===== src/design/aptb_pkg.sv =====
// ----------------------------------------------------------------------------
// aptb_pkg
// Shared constants and types for the alpha premultiply / trim bounds block.
// ----------------------------------------------------------------------------
package aptb_pkg;

    // Frame geometry
    localparam int MAX_DIM    = 4096;
    localparam int COORD_W    = 12;
    localparam int DIM_W      = 13;

    // Pixel layout
    localparam int PIX_W      = 32;
    localparam int CHAN_W     = 8;

    // Configuration port
    localparam int CFG_IDX_W  = 8;
    localparam int CFG_DATA_W = 13;

    localparam logic [CFG_IDX_W-1:0] REG_IMAGE_WIDTH  = CFG_IDX_W'(0);
    localparam logic [CFG_IDX_W-1:0] REG_IMAGE_HEIGHT = CFG_IDX_W'(1);
    localparam logic [CFG_IDX_W-1:0] REG_PREMULTIPLY  = CFG_IDX_W'(2);
    localparam logic [CFG_IDX_W-1:0] REG_TRIM         = CFG_IDX_W'(3);

    // Effective frame settings seen by the bounds tracker
    typedef struct packed {
        logic [COORD_W-1:0] w_m1;
        logic [COORD_W-1:0] h_m1;
        logic               trim;
    } t_cfg;

    // Frame report attached to every result item
    typedef struct packed {
        logic               frame_done;
        logic [COORD_W-1:0] min_x;
        logic [COORD_W-1:0] min_y;
        logic [COORD_W-1:0] max_x;
        logic [COORD_W-1:0] max_y;
        logic               fully_transparent;
    } t_box;

endpackage


===== src/design/aptb_if.sv =====
// ----------------------------------------------------------------------------
// aptb interfaces
// Valid/ready channels for pixels in, results out and configuration writes.
// ----------------------------------------------------------------------------
interface aptb_pix_if;
    logic                       valid;
    logic                       ready;
    logic [aptb_pkg::PIX_W-1:0] pixel_in;

    modport source (output valid, output pixel_in, input ready);
    modport sink   (input valid, input pixel_in, output ready);
endinterface

interface aptb_res_if;
    logic                         valid;
    logic                         ready;
    logic [aptb_pkg::PIX_W-1:0]   pixel_out;
    logic                         frame_done;
    logic [aptb_pkg::COORD_W-1:0] box_min_x;
    logic [aptb_pkg::COORD_W-1:0] box_min_y;
    logic [aptb_pkg::COORD_W-1:0] box_max_x;
    logic [aptb_pkg::COORD_W-1:0] box_max_y;
    logic                         fully_transparent;

    modport source (output valid, output pixel_out, output frame_done,
                    output box_min_x, output box_min_y, output box_max_x,
                    output box_max_y, output fully_transparent, input ready);
    modport sink   (input valid, input pixel_out, input frame_done,
                    input box_min_x, input box_min_y, input box_max_x,
                    input box_max_y, input fully_transparent, output ready);
endinterface

interface aptb_cfg_if;
    logic                            valid;
    logic                            ready;
    logic [aptb_pkg::CFG_IDX_W-1:0]  index;
    logic [aptb_pkg::CFG_DATA_W-1:0] data;

    modport source (output valid, output index, output data, input ready);
    modport sink   (input valid, input index, input data, output ready);
endinterface


===== src/design/aptb_premul.sv =====
// ----------------------------------------------------------------------------
// aptb_premul
// Scales each colour channel by alpha/255 (floor), alpha passes unchanged.
// ----------------------------------------------------------------------------
module aptb_premul (
    input  logic [aptb_pkg::PIX_W-1:0] i_pixel,
    input  logic                       i_enable,
    output logic [aptb_pkg::PIX_W-1:0] o_pixel
);
    import aptb_pkg::*;

    logic [CHAN_W-1:0] alpha;
    logic [CHAN_W-1:0] scaled [3];

    assign alpha = i_pixel[PIX_W-1 -: CHAN_W];

    // Multiply, then divide by 255 exactly: (p + 1 + (p >> 8)) >> 8
    for (genvar c = 0; c < 3; c++) begin : g_chan
        logic [2*CHAN_W-1:0] prod;
        logic [2*CHAN_W:0]   sum;

        assign prod = i_pixel[c*CHAN_W +: CHAN_W] * alpha;
        assign sum  = {1'b0, prod} + (2*CHAN_W+1)'(1)
                    + {{(CHAN_W+1){1'b0}}, prod[2*CHAN_W-1:CHAN_W]};
        assign scaled[c] = sum[2*CHAN_W-1:CHAN_W];
    end

    // Select scaled or raw colour
    always_comb begin
        if (i_enable) begin
            o_pixel = {alpha, scaled[2], scaled[1], scaled[0]};
        end else begin
            o_pixel = i_pixel;
        end
    end

endmodule


===== src/design/aptb_bounds.sv =====
// ----------------------------------------------------------------------------
// aptb_bounds
// Raster position counters and opaque bounding box, with the frame report.
// ----------------------------------------------------------------------------
module aptb_bounds (
    input  logic                        i_clk,
    input  logic                        i_rst_n,
    input  logic                        i_advance,
    input  logic                        i_opaque,
    input  aptb_pkg::t_cfg              i_cfg,
    output aptb_pkg::t_box              o_box
);
    import aptb_pkg::*;

    localparam logic [COORD_W-1:0] EDGE_ONES = '1;

    logic [COORD_W-1:0] r_col, n_col;
    logic [COORD_W-1:0] r_row, n_row;
    logic [COORD_W-1:0] r_left, n_left;
    logic [COORD_W-1:0] r_top, n_top;
    logic [COORD_W-1:0] r_right, n_right;
    logic [COORD_W-1:0] r_bottom, n_bottom;
    logic               r_seen, n_seen;

    logic row_end;
    logic frame_end;

    // Fold the current pixel into the box
    always_comb begin
        n_left   = r_left;
        n_top    = r_top;
        n_right  = r_right;
        n_bottom = r_bottom;
        n_seen   = r_seen;
        if (i_opaque) begin
            n_seen = 1'b1;
            if (!r_seen) begin
                n_left   = r_col;
                n_right  = r_col;
                n_top    = r_row;
                n_bottom = r_row;
            end else begin
                if (r_col < r_left)   n_left   = r_col;
                if (r_col > r_right)  n_right  = r_col;
                if (r_row < r_top)    n_top    = r_row;
                if (r_row > r_bottom) n_bottom = r_row;
            end
        end
    end

    assign row_end   = (r_col >= i_cfg.w_m1);
    assign frame_end = row_end && (r_row >= i_cfg.h_m1);

    // Advance the raster position
    always_comb begin
        n_col = r_col + COORD_W'(1);
        n_row = r_row;
        if (row_end) begin
            n_col = '0;
            n_row = r_row + COORD_W'(1);
        end
    end

    // Build the report for this pixel
    always_comb begin
        o_box = '0;
        if (frame_end) begin
            o_box.frame_done        = 1'b1;
            o_box.fully_transparent = i_cfg.trim && !n_seen;
            if (i_cfg.trim && n_seen) begin
                o_box.min_x = n_left;
                o_box.min_y = n_top;
                o_box.max_x = n_right;
                o_box.max_y = n_bottom;
            end else begin
                o_box.max_x = i_cfg.w_m1;
                o_box.max_y = i_cfg.h_m1;
            end
        end
    end

    // Update state when the item moves on; restart at frame end
    always_ff @(posedge i_clk) begin
        if (!i_rst_n) begin
            r_col    <= '0;
            r_row    <= '0;
            r_left   <= EDGE_ONES;
            r_top    <= EDGE_ONES;
            r_right  <= '0;
            r_bottom <= '0;
            r_seen   <= 1'b0;
        end else if (i_advance) begin
            if (frame_end) begin
                r_col    <= '0;
                r_row    <= '0;
                r_left   <= EDGE_ONES;
                r_top    <= EDGE_ONES;
                r_right  <= '0;
                r_bottom <= '0;
                r_seen   <= 1'b0;
            end else begin
                r_col    <= n_col;
                r_row    <= n_row;
                r_left   <= n_left;
                r_top    <= n_top;
                r_right  <= n_right;
                r_bottom <= n_bottom;
                r_seen   <= n_seen;
            end
        end
    end

endmodule


===== src/design/alpha_premultiply_trim_bounds_top.sv =====
// ----------------------------------------------------------------------------
// alpha_premultiply_trim_bounds_top
// RGBA premultiply with opaque bounding box over a raster-order frame.
// ----------------------------------------------------------------------------
// Takes one RGBA pixel per clock when not stalled (r in bits 7:0, alpha in
// bits 31:24) and returns one result per pixel: an input register holds
// the pixel, the premultiply and box update run in one pass, and a result
// register drives the output. Throughput is one pixel per clock when the
// output is not stalled. The result on the last pixel of a frame carries
// frame_done and the box of pixels with nonzero alpha (or the whole frame
// when trim is off or nothing was opaque). Width and height of 0 act as
// 1, above 4096 as 4096. Write configuration only while no pixel is in
// flight; the configuration channel is always ready.
module alpha_premultiply_trim_bounds_top (
    input  logic            i_clk,
    input  logic            i_rst_n,
    aptb_pix_if.sink        i_pix,
    aptb_res_if.source      o_res,
    aptb_cfg_if.sink        i_cfg
);
    import aptb_pkg::*;

    // Configuration registers
    logic [DIM_W-1:0] r_width;
    logic [DIM_W-1:0] r_height;
    logic             r_premul;
    logic             r_trim;

    // Pipeline registers
    logic             r_s1_valid;
    logic [PIX_W-1:0] r_s1_pixel;
    logic             r_s2_valid;
    logic [PIX_W-1:0] r_s2_pixel;
    t_box             r_s2_box;

    logic             s2_free;
    logic             s1_adv;
    logic [PIX_W-1:0] premul_pixel;
    t_box             box;
    t_cfg             eff_cfg;

    // Clamp a dimension to 1..MAX_DIM and return it minus one
    function automatic logic [COORD_W-1:0] dim_m1(input logic [DIM_W-1:0] v);
        logic [COORD_W-1:0] res;
        if (v == '0) begin
            res = '0;
        end else if (v > DIM_W'(MAX_DIM)) begin
            res = COORD_W'(MAX_DIM - 1);
        end else begin
            res = COORD_W'(v - DIM_W'(1));
        end
        return res;
    endfunction

    // Accept configuration writes
    assign i_cfg.ready = 1'b1;

    always_ff @(posedge i_clk) begin
        if (!i_rst_n) begin
            r_width  <= DIM_W'(1);
            r_height <= DIM_W'(1);
            r_premul <= 1'b0;
            r_trim   <= 1'b0;
        end else if (i_cfg.valid) begin
            unique case (i_cfg.index)
                REG_IMAGE_WIDTH:  r_width  <= i_cfg.data;
                REG_IMAGE_HEIGHT: r_height <= i_cfg.data;
                REG_PREMULTIPLY:  r_premul <= i_cfg.data[0];
                REG_TRIM:         r_trim   <= i_cfg.data[0];
                default: ;
            endcase
        end
    end

    assign eff_cfg.w_m1 = dim_m1(r_width);
    assign eff_cfg.h_m1 = dim_m1(r_height);
    assign eff_cfg.trim = r_trim;

    // Handshake between stages
    assign s2_free     = !r_s2_valid || o_res.ready;
    assign s1_adv      = r_s1_valid && s2_free;
    assign i_pix.ready = !r_s1_valid || s2_free;

    // Input register
    always_ff @(posedge i_clk) begin
        if (!i_rst_n) begin
            r_s1_valid <= 1'b0;
        end else if (i_pix.ready) begin
            r_s1_valid <= i_pix.valid;
        end
    end

    always_ff @(posedge i_clk) begin
        if (i_pix.ready && i_pix.valid) begin
            r_s1_pixel <= i_pix.pixel_in;
        end
    end

    aptb_premul u_premul (
        .i_pixel  (r_s1_pixel),
        .i_enable (r_premul),
        .o_pixel  (premul_pixel)
    );

    aptb_bounds u_bounds (
        .i_clk     (i_clk),
        .i_rst_n   (i_rst_n),
        .i_advance (s1_adv),
        .i_opaque  (r_s1_pixel[PIX_W-1 -: CHAN_W] != '0),
        .i_cfg     (eff_cfg),
        .o_box     (box)
    );

    // Result register
    always_ff @(posedge i_clk) begin
        if (!i_rst_n) begin
            r_s2_valid <= 1'b0;
        end else if (s2_free) begin
            r_s2_valid <= r_s1_valid;
        end
    end

    always_ff @(posedge i_clk) begin
        if (s1_adv) begin
            r_s2_pixel <= premul_pixel;
            r_s2_box   <= box;
        end
    end

    // Drive the result channel
    assign o_res.valid             = r_s2_valid;
    assign o_res.pixel_out         = r_s2_pixel;
    assign o_res.frame_done        = r_s2_box.frame_done;
    assign o_res.box_min_x         = r_s2_box.min_x;
    assign o_res.box_min_y         = r_s2_box.min_y;
    assign o_res.box_max_x         = r_s2_box.max_x;
    assign o_res.box_max_y         = r_s2_box.max_y;
    assign o_res.fully_transparent = r_s2_box.fully_transparent;

`ifndef SYNTHESIS
    a_box_only_at_frame_end: assert property (@(posedge i_clk) disable iff (!i_rst_n)
        o_res.valid && !o_res.frame_done |->
            o_res.box_min_x == '0 && o_res.box_min_y == '0 &&
            o_res.box_max_x == '0 && o_res.box_max_y == '0 && !o_res.fully_transparent)
        else $error("box fields set on a pixel that does not end the frame");

    a_transparent_whole_frame: assert property (@(posedge i_clk) disable iff (!i_rst_n)
        o_res.valid && o_res.fully_transparent |->
            o_res.box_min_x == '0 && o_res.box_min_y == '0)
        else $error("transparent frame reported with a trimmed origin");

    a_box_ordered: assert property (@(posedge i_clk) disable iff (!i_rst_n)
        o_res.valid && o_res.frame_done |->
            o_res.box_min_x <= o_res.box_max_x && o_res.box_min_y <= o_res.box_max_y)
        else $error("frame box has min beyond max");

    a_advance_fills_result: assert property (@(posedge i_clk) disable iff (!i_rst_n)
        s1_adv |=> r_s2_valid)
        else $error("item left the input register but no result is held");

    a_no_overwrite: assert property (@(posedge i_clk) disable iff (!i_rst_n)
        i_pix.valid && i_pix.ready && r_s1_valid |-> s1_adv)
        else $error("input register overwritten while its item is stalled");
`endif

endmodule

===== src/flat_wrapper.sv =====
// flat-port wrapper written by rule: the top's interface ports become plain ports
module alpha_premultiply_trim_bounds_top_flat import aptb_pkg::*;
  (i_clk, i_rst_n, i_pix_valid, i_pix_pixel_in, i_pix_ready, o_res_valid, o_res_pixel_out, o_res_frame_done, o_res_box_min_x, o_res_box_min_y, o_res_box_max_x, o_res_box_max_y, o_res_fully_transparent, o_res_ready, i_cfg_valid, i_cfg_index, i_cfg_data, i_cfg_ready);
  aptb_pix_if i_pix_i ();
  aptb_res_if o_res_i ();
  aptb_cfg_if i_cfg_i ();
  input  logic i_clk;
  input  logic i_rst_n;
  input wire logic [$bits(i_pix_i.valid)-1:0] i_pix_valid;
  input wire logic [$bits(i_pix_i.pixel_in)-1:0] i_pix_pixel_in;
  output wire logic [$bits(i_pix_i.ready)-1:0] i_pix_ready;
  output wire logic [$bits(o_res_i.valid)-1:0] o_res_valid;
  output wire logic [$bits(o_res_i.pixel_out)-1:0] o_res_pixel_out;
  output wire logic [$bits(o_res_i.frame_done)-1:0] o_res_frame_done;
  output wire logic [$bits(o_res_i.box_min_x)-1:0] o_res_box_min_x;
  output wire logic [$bits(o_res_i.box_min_y)-1:0] o_res_box_min_y;
  output wire logic [$bits(o_res_i.box_max_x)-1:0] o_res_box_max_x;
  output wire logic [$bits(o_res_i.box_max_y)-1:0] o_res_box_max_y;
  output wire logic [$bits(o_res_i.fully_transparent)-1:0] o_res_fully_transparent;
  input wire logic [$bits(o_res_i.ready)-1:0] o_res_ready;
  input wire logic [$bits(i_cfg_i.valid)-1:0] i_cfg_valid;
  input wire logic [$bits(i_cfg_i.index)-1:0] i_cfg_index;
  input wire logic [$bits(i_cfg_i.data)-1:0] i_cfg_data;
  output wire logic [$bits(i_cfg_i.ready)-1:0] i_cfg_ready;
  assign i_pix_i.valid = i_pix_valid;
  assign i_pix_i.pixel_in = i_pix_pixel_in;
  assign i_pix_ready = i_pix_i.ready;
  assign o_res_valid = o_res_i.valid;
  assign o_res_pixel_out = o_res_i.pixel_out;
  assign o_res_frame_done = o_res_i.frame_done;
  assign o_res_box_min_x = o_res_i.box_min_x;
  assign o_res_box_min_y = o_res_i.box_min_y;
  assign o_res_box_max_x = o_res_i.box_max_x;
  assign o_res_box_max_y = o_res_i.box_max_y;
  assign o_res_fully_transparent = o_res_i.fully_transparent;
  assign o_res_i.ready = o_res_ready;
  assign i_cfg_i.valid = i_cfg_valid;
  assign i_cfg_i.index = i_cfg_index;
  assign i_cfg_i.data = i_cfg_data;
  assign i_cfg_ready = i_cfg_i.ready;
  alpha_premultiply_trim_bounds_top u_core (.i_clk(i_clk), .i_rst_n(i_rst_n), .i_pix(i_pix_i), .o_res(o_res_i), .i_cfg(i_cfg_i));
endmodule

===== config.mk =====
export PLATFORM = sky130hd
export DESIGN_NAME = alpha_premultiply_trim_bounds_top_flat
export DESIGN_NICKNAME = d
export VERILOG_FILES = /design/src/design/aptb_pkg.sv /design/src/design/aptb_if.sv /design/src/design/aptb_premul.sv /design/src/design/aptb_bounds.sv /design/src/design/alpha_premultiply_trim_bounds_top.sv /design/src/flat_wrapper.sv
export SDC_FILE = /design/constraint.sdc
export NUM_CORES = 1
export LEC_CHECK = 0
export ABC_AREA = 1
export ABC_CLOCK_PERIOD_IN_PS = 8100
export BUFFER_PORTS_ARGS = -buffer_cell sky130_fd_sc_hd__buf_2
export CAP_MARGIN = 20
export CELL_PAD_IN_SITES_DETAIL_PLACEMENT = 1
export CELL_PAD_IN_SITES_GLOBAL_PLACEMENT = 1
export CORE_MARGIN = 1.5
export CORE_UTILIZATION = 46
export DETAILED_ROUTE_END_ITERATION = 8
export MAX_ROUTING_LAYER = met4
export PLACE_DENSITY = 0.95
export SLEW_MARGIN = 20
export SYNTH_ARGS = -nofsm -noshare
export SYNTH_HDL_FRONTEND = slang
export SYNTH_HIERARCHICAL = 1
export SYNTH_SLANG_ARGS = --single-unit

===== constraint.sdc =====
create_clock -name i_clk -period 8.1 [get_ports i_clk]
set_clock_uncertainty 0.2 [all_clocks]
set_input_delay 1.215 -clock i_clk [delete_from_list [all_inputs] [get_ports i_clk]]
set_output_delay 1.215 -clock i_clk [all_outputs]
set_load 0.01 [all_outputs]

# Word level (Yosys, flattened, before mapping)
# Cells that the tools add are included.
# totals
register_bits	217
latchBits	0
ram_bits	0
rom_bits	0
input_bits	58
output_inout_bits	85
mem_count	0
# op_classes
add_sub_neg	10
n_mul	3
div	0
order_cmp	8
n_eq_ne	3
shifts	0
muxes	30
n_bitwise	0
n_reduce_logical	21
# op_table
operator	count
two-way mux 12 bit	24
two-way mux 24 bit	3
two-way mux 50 bit	1
adder 16 x 1 -> 16 bit (second input constant)	3
adder 16 x 8 -> 16 bit	3
multiplier 8 x 8 -> 16 bit	3
> comparator 13 bit (second input constant)	2
logical NOT 13 bit	2
adder 12 x 1 -> 12 bit (second input constant)	2
greater-or-equal comparator 12 bit	2
> comparator 12 bit	2
< comparator 12 bit	2
subtractor 12 x 1 -> 12 bit (second input constant)	2
equality test 8 x 2 -> 1 bit (second input constant)	2
AND reduction 2 bit	6
equality test 8 x 1 -> 1 bit (second input constant)	1
logical NOT 8 bit	1
nonzero test 8 bit	1
logical AND 1 bit	5
logical NOT 1 bit	3
logical OR 1 bit	2
two-way mux 1 bit	2
nonzero test 2 bit	1

# Longest topological paths before layout
# Gate-level depths: netlist (run 1).
# depth
word_depth	7
depth_mapped	33

# By module
# The synthesis (run 1) kept the hierarchy.
# by_module_without_submodules
module	instances	cells_per_inst	area_per_inst_um2	seq_area_each_um2
aptb_premul	1	1537	9217.6	0.0
aptb_bounds	1	955	6065.8	1461.4
alpha_premultiply_trim_bounds_top	1	442	5554.1	4023.9

# Worst setup path after synthesis (run 1)
# Ideal clock, no wire load.
# synth_timing
path_kind	input-to-reg
start	in o_res_ready
end	reg u_core.u_bounds.r_col[11]
setup_ns	0.117
t_arrival_ns	6.783
required_time_ns	7.783
slack_ns	1.000
cell_stages	10
path_buffers	1
cell_sequence	inv_1 a21oi_1 buf_2 nand3_1 nor3_1 nand2_1 nor2_1 nand3_1 xor2_1 nor2_1
# synth_via
elab_chain_len	2
# synth_lines
item	line	source
from (decl)	flat_wrapper.sv:20	input wire logic [$bits(o_res_i.ready)-1:0] o_res_ready;
logical OR 1 bit	alpha_premultiply_trim_bounds_top.sv:80	assign s2_free = !r_s2_valid || o_res.ready;
logical AND 1 bit	alpha_premultiply_trim_bounds_top.sv:81	assign s1_adv = r_s1_valid && s2_free;
named net u_core.s1_adv	alpha_premultiply_trim_bounds_top.sv:37	logic s1_adv;
to (signal assigned)	aptb_bounds.sv:102	r_col <= n_col;
to (decl)	aptb_bounds.sv:17	logic [COORD_W-1:0] r_col, n_col;
# The timed path passes the listed nets, and every way through them passes these cells.
# A chain may end at the register's enable or synchronous reset.

# Final worst setup path (run 1)
# layout_timing
start	reg u_core.r_s1_pixel[27]
end	reg u_core.r_s2_pixel[7], in the netlist u_core/o_res.pixel_out[7] (data pin)
# layout_via
elab_chain_len	4
# layout_lines
item	line	source
from (decl)	alpha_premultiply_trim_bounds_top.sv:31	logic [PIX_W-1:0] r_s1_pixel;
from (signal assigned)	alpha_premultiply_trim_bounds_top.sv:95	r_s1_pixel <= i_pix.pixel_in;
multiplier 8 x 8 -> 16 bit (*)	aptb_premul.sv:22	assign prod = i_pixel[c*CHAN_W +: CHAN_W] * alpha;
adder 16 x 1 -> 16 bit	aptb_premul.sv:23	assign sum = {1'b0, prod} + (2*CHAN_W+1)'(1)
adder 16 x 8 -> 16 bit (*)	aptb_premul.sv:24	+ {{(CHAN_W+1){1'b0}}, prod[2*CHAN_W-1:CHAN_W]};
two-way mux 24 bit (*)	aptb_premul.sv:30	if (i_enable) begin
named net u_core.premul_pixel[7]	alpha_premultiply_trim_bounds_top.sv:38	logic [PIX_W-1:0] premul_pixel;
to (signal assigned)	alpha_premultiply_trim_bounds_top.sv:125	r_s2_pixel <= premul_pixel;
to (decl)	alpha_premultiply_trim_bounds_top.sv:33	logic [PIX_W-1:0] r_s2_pixel;
# Mark *: on every way through the listed nets, which the timed path passes. The rest lies on a longest branch.

==> impl_results.md, run 1 <==
* Number of setup buffers added after CTS at 0
* Synth Area in Adders at 0.226
* Final setup vio count at 0
* Relative slew margins at 0.260
* Synth async-reset ratio at 0
* Total power divided by cell area at 267 nW/µm²
* CP max-delay cell: edfxtp_1
* Post-DR vias/cell at 5.78
* Max incr delay on CP at 1.09 ns
* Layout cell share with drive strength beyond 1 at 0.0978
* RSZ-0062 raised after global routing: false
* Compound-gate portion of the synthesized area at 0.0665
* Die Y at 216 µm
* Final wirelength at 77.2 mm
* Leak Pwr at 12.3 nW
* CP max FO at 26
* CORE AREA at 44400 µm²
* Routed Antenna Nets at 0
* Max Freq at 140 MHz
* Mapped Area at 20800 µm²
* Number of I/O pins at 143
* CTS Buf Count at 26
* Max-cap violations at 0
* Post-Syn Instances at 2934
* Final Hold Fails at 0
* Hold Crit Class: register to register
* Critical Path Start Type: register
* Crit. End Element: register
* Most frequent cells in the layout: nand2_1 (849), inv_1 (587), nand3_1 (281)
* Vias in the first global route at 22784
* Reg clk slew, reported paths at 0.06 ns
* R2R setup slack at 0.93 ns
* Total chip power at 6.08 mW
* Fin nets at 3378
* H-tree levels at 1
* Multi-input gate area at 12600 µm²
* Largest net degree at the start of global routing at 71
* Initial Utilization at 0.469
* Crit path kind: register to register
* 1st-pass router iterations at 5
* Avg WL per Cell at 21.3 µm
* Clock Path Buffers at 3
* Synth Flop Type: edfxtp_1
* Detailed placer's ending HPWL at 52.9 mm
* GRT Util Overall at 0.340
* EDFF count, synth at 114
* Register area at 5490 µm²
* Worst Tran Pin Value at 1.11 ns
* Flop and latch count out of synthesis at 217
* Setup tns final at 0 ns
* Final Util at 0.512
* Simple-Gate Fraction of Synth Area at 0.293
* Most common cell after layout, fill and taps aside: nand2_1
* Main combinational cell family by area after synthesis: simple AND/OR/NAND/NOR gates
* Global-route wire length before repair at 123 mm
* Die area at 46600 µm²
* Post-CTS Hold Buffers at 0
* Hold Slack at 0.271 ns
* Synth unique cells at 48
* DRC at 0
* Post-route clock period utilization at 0.885
* CTS Sinks at 217
* Run status: completed
* PortBufs at 141
* Register area share after synthesis at 0.263
* Number of DRC markers in iteration 0 at 1623
* Syn. warnings at 6
* Global placer's final weighted congestion at 0.901
* CTS tree: yes
* Peak supply drop at 0.000211 V
* Syn_area_per_cell at 7.10 µm²
* Post-CTS sizing at 0
* Worst-skew pair later-pin latency at 0.59 ns
* Syn nets at 3303
* Crit path top cell by count: nand2_1
* Mux cell area share after synthesis at 0
* P&R area growth vs syn at 9.10%
* Critical path arrival at 7.28 ns
* # rows at 77
* Die width at 216 µm
* Fill cell count at 5726
* Synth Area in XOR/XNOR at 0.0177
* GRT overflow at 0
* Initial antenna violation count at 0
* CTS root buffer: clkbuf_16
* Final Critical Period at 7.17 ns
* Vias at 20929
* Slew Viols, Final at 0
* Diodes inserted at 0
* Worst Path Required at 8.22 ns
[registers in the layout (all words and copies together), names as in the netlist]
name / cells
u_core/o_res.fully_transparent: 1
u_core/o_res.valid: 1
u_core/u_bounds/r_right: 12
u_core/u_bounds/r_seen: 1
u_core/u_bounds/r_row: 12
u_core/o_res.box_max_x: 12
u_core/r_premul: 1
u_core/r_s1_pixel: 32
u_core/o_res.box_max_y: 12
u_core/u_bounds/r_left: 12
u_core/r_s1_valid: 1
u_core/o_res.frame_done: 1
u_core/r_height: 13
u_core/u_bounds/r_col: 12
u_core/r_trim: 1
u_core/u_bounds/r_top: 12
u_core/o_res.pixel_out: 32
u_core/o_res.box_min_x: 12
u_core/o_res.box_min_y: 12
u_core/r_width: 13
u_core/u_bounds/r_bottom: 12
[routing by layer]
metal | global-route usage | vias up | wire length, µm
met3 | 0.0565 | 424 | 4850
met1 | 0.375 | 10211 | 29700
li1 | - | 9288 | -
met5 | - | - | 0
met2 | 0.578 | 1006 | 37800
met4 | 0.201 | 0 | 4840
[final timing paths]
path / from / to / depth (start not counted)
min: u_core/u_bounds/r_bottom[8]$_SDFFE_PN0P_ / u_core/u_bounds/r_bottom[8]$_SDFFE_PN0P_ / 2
max reg2reg: u_core/r_s1_pixel[27]$_DFFE_PP_ / u_core/o_res.pixel_out[7]$_DFFE_PP_ / 29
max: u_core/r_s1_pixel[27]$_DFFE_PP_ / u_core/o_res.pixel_out[7]$_DFFE_PP_ / 29
min reg2reg: u_core/u_bounds/r_bottom[8]$_SDFFE_PN0P_ / u_core/u_bounds/r_bottom[8]$_SDFFE_PN0P_ / 2
[power breakdown]
part | internal (mW) | switching [mW] | total, mW
logic | 1.16 | 2.48 | 3.64
registers | 1.20 | 0.0588 | 1.26
clock network | 0.668 | 0.520 | 1.19
[critical path: cells and delay by family, from the launching register on]
kind / cells / cell delay [ns]
buffers and inverters: 6 / 0.39
AO/OA/AOI/OAI: 2 / 0.26
AND/OR/NAND/NOR: 14 / 1.70
adder cells (fa/ha/maj): 6 / 3.06
flip-flops: 1 / 1.09
XOR/XNOR: 1 / 0.21
[synth_stat cells (all sizes together), types with 28 or more instances]
library cell / n / share of area
a21oi: 173 / 0.045
buf: 41 / 0.014
clkbuf: 64 / 0.012
dfxtp: 103 / 0.099
edfxtp: 114 / 0.16
fa: 108 / 0.10
ha: 203 / 0.12
inv: 597 / 0.11
nand2: 877 / 0.16
nand3: 289 / 0.071
nand4: 38 / 0.012
nor2: 183 / 0.037
o21ai: 57 / 0.015
xor2: 28 / 0.013
[cell families (layout without fill, tap and decap cells)]
logic type,count (synthesis),count (layout)
other,1,1
xor gates and xnor gates,39,39
and+or+nand+nor,1417,1417
AOI/OAI and AO/OA,245,245
buffers and inverters,704,798
adders and majority gates,311,311
DFF,217,217
[stage by stage]
stage	worst slack, ns	std cells	instance area, µm²
after global placement	1.85	3570	21800
after detailed placement	1.41	3572	21900
after global routing	0.593	3620	22700
after floorplan	1.00	2934	20800
after CTS	1.30	3619	22700
final	0.933	3620	22700
[final cells by class]
| class | instances | area share |
|---|---|---|
| Clock buffer | 36 | 0.0324 |
| Timing Repair Buffer | 152 | 0.0367 |
| Clock inverter | 11 | 0.00424 |
| Tap cell | 592 | 0.0326 |
| Sequential cell | 217 | 0.241 |
| Multi-Input combinational cell | 2013 | 0.554 |
| Inverter | 599 | 0.0991 |
No activity file was read; power rests on OpenSTA's default activity.
==> inputs of run 2 (changes only) <==
Settings changed: GPL_TIMING_DRIVEN from default to 1, RECOVER_POWER from default to 100.
==> run 2 against run 1 <==
The flow now finishes with violations (max-capacitance violations, max-slew violations). Fmax down 0.28%. Clock power about the same. Setup slack worse by 0.020 ns. Register-to-register slack worse by 0.02 ns. Critical endpoint unchanged. Final area down 1.5%. Sequential cell count unchanged. Via count up 0.25%. Sequential share of layout area up 0.36 points. Routed wire length about the same. Worst hold slack better by 0.0041 ns.
==> impl_results.md, run 2 (synthesis results as in run 1) <==
* Run status: complete, but fails checks
* Violated checks: max-capacitance violations, max-slew violations
* Fin cells at 3620 (unchanged)
* Final WS setup at 0.913 ns (-0.0204 ns)
* Die width at 216 µm (unchanged)
* Launch point of the worst path: u_core/r_s1_pixel[27]$_DFFE_PP_
* Crit. End Element: register
* Worst Tran Pin Value at 3.60 ns (+2.49 ns)
* Max-cap violations at 7 (+7)
* Fin nets at 3378 (unchanged)
* CTS tree: yes
* Number of I/O pins at 143 (unchanged)
* CTS Buf Count at 26 (unchanged)
* Slew Viols, Final at 284 (+284)
* Worst Hold Launch: u_core/u_bounds/r_right[10]$_SDFFE_PN0P_
* DRC at 0 (unchanged)
* Avg WL per Cell at 21.3 µm (about the same)
* CP max-delay cell: edfxtp_1
* Worst slack at placement at 1.41 ns (unchanged)
* RSZ-0062 raised after global routing: false
* Largest net degree at the start of global routing at 71 (unchanged)
* CTS root buffer: clkbuf_16
* Max incr delay on CP at 1.10 ns (about the same)
* Final Util at 0.504 (-0.00747)
* Relative slew margins at -1.40 (-1.66)
* Post-DR vias/cell at 5.80 (+0.25%)
* Leak Pwr at 12.0 nW (-2.9%)
* Global-route wire length before repair at 123 mm (unchanged)
* Die area at 46600 µm² (unchanged)
* Worst-skew pair later-pin latency at 0.59 ns (about the same)
* Worst r2r src: u_core/r_s1_pixel[27]$_DFFE_PP_
* Critical Path Start Type: register
* 1st-pass router iterations at 5 (unchanged)
* H-tree levels at 1 (unchanged)
* Total chip power at 6.07 mW (-0.20%)
* Post-CTS sizing at 0 (unchanged)
* Vias at 20982 (+0.25%)
* Global placer's final weighted congestion at 0.901 (unchanged)
* Hold depth at 2 (unchanged)
* Clock Path Buffers at 3 (unchanged)
* Final Hold Fails at 0 (unchanged)
* Delay-heaviest family, CP: adder cells
* # rows at 77 (unchanged)
* GRT Util Overall at 0.340 (unchanged)
* R2r worst-path depth at 29 (unchanged)
* Final wirelength at 77.3 mm (about the same)
* Die Y at 216 µm (unchanged)
* Layout cell share with drive strength beyond 1 at 0.0512 (-0.0466)
* CTS Sinks at 217 (unchanged)
* Placed cells at 3572 (unchanged)
* Crit path kind: register to register
* P&R area growth vs syn at 7.51%
* Final Critical Period at 7.19 ns (+0.0204 ns)
* Total power divided by cell area at 271 nW/µm² (+1.3%)
* Most frequent cells in the layout: nand2_1 (857), inv_1 (591), nand3_1 (282)
* Hold Path End: u_core/u_bounds/r_right[10]$_SDFFE_PN0P_
* Initial Utilization at 0.469 (unchanged)
* Post-CTS Hold Buffers at 0 (unchanged)
* Most common cell after layout, fill and taps aside: nand2_1
* Detailed placer's ending HPWL at 52.9 mm (unchanged)
* Final setup vio count at 0 (unchanged)
* PortBufs at 141 (unchanged)
* Setup tns final at 0 ns (unchanged)
* GRT overflow at 0 (unchanged)
* Reg clk slew, reported paths at 0.06 ns (about the same)
* CORE AREA at 44400 µm² (unchanged)
* Initial antenna violation count at 0 (unchanged)
* Peak supply drop at 0.000211 V (about the same)
* Worst Path Required at 8.21 ns (about the same)
* Routed Antenna Nets at 0 (unchanged)
* Vias in the first global route at 22784 (unchanged)
* Crit path top cell by count: nand2_1
* Number of setup buffers added after CTS at 0 (unchanged)
* Max Freq at 139 MHz (-0.28%)
* R2R setup slack at 0.91 ns (-0.02 ns)
* Critical path arrival at 7.30 ns (+0.02 ns)
* CP max FO at 26 (unchanged)
* Hold Crit Class: register to register
* Worst path bufs/invs at 6 (unchanged)
* Number of DRC markers in iteration 0 at 1627 (+0.25%)
* Post-route clock period utilization at 0.887 (+0.00252)
* Diodes inserted at 0 (unchanged)
* Reg-to-reg critical path endpoint: u_core/o_res.pixel_out[7]$_DFFE_PP_
run 2: cell types whose count changed in the layout (fill, tap and decap cells not counted), sizes merged:
| cell | before | now |
|---|---|---|
| buf | 152 | 54 |
| clkbuf | 36 | 134 |
| clkinv | 9 | 8 |
| clkinvlp | 1 | 2 |
run 2: layout make-up:
class / instances / area (µm²)
inverters: 599 / 2250
clock buffers: 36 / 737
well taps: 592 / 741
clock inverters: 11 / 96.3
repair buffers: 152 / 696
multi-input cells: 2013 / 12400
fillers: 5780 / 22000
flip-flops and latches: 217 / 5490
run 2: metrics by stage:
step           area, µm²  hold slack [ns]
4_1_cts            22700            0.267
2_1_floorplan      20800            0.238
5_1_grt            22400            0.304
3_3_place_gp       21800            0.251
3_5_place_dp       21900            0.259
6_report           22400            0.275
run 2: routing by layer:
layer / part of all wire / track usage / up-vias
li1: - / - / 9297
met1: 0.38 / 0.375 / 10239
met2: 0.49 / 0.578 / 1029
met3: 0.064 / 0.0565 / 417
met4: 0.063 / 0.201 / 0
met5: 0 / - / -
run 2: worst register-to-register path, delay by kind of cell (launching register included):
kind	cells	cell delay [ns]
adders and majority gates	6	3.06
xor gates and xnor gates	1	0.21
buffers and inverters	6	0.39
AOI/OAI and AO/OA	2	0.26
and+or+nand+nor	14	1.69
DFF	1	1.10
run 2: worst max-delay path by stage:
stage                                        endpoint  slack (ns)  cells past startpoint
2_1_floorplan  u_core/u_bounds/r_col[11]$_SDFFE_PN0P_        1.00                     10
3_3_place_gp      u_core/o_res.pixel_out[7]$_DFFE_PP_        1.85                     29
3_5_place_dp      u_core/o_res.pixel_out[7]$_DFFE_PP_        1.41                     29
4_1_cts           u_core/o_res.pixel_out[7]$_DFFE_PP_        1.30                     29
5_1_grt          u_core/o_res.box_max_y[11]$_DFFE_PP_        0.53                     22
6_report          u_core/o_res.pixel_out[7]$_DFFE_PP_        0.91                     29
run 2: power breakdown:
group	internal [mW]	leakage [nW]	switching, mW
combinational	1.15	9.61	2.47
clock	0.668	0.416	0.521
sequential	1.20	1.93	0.0590
total	3.02	12.0	3.05
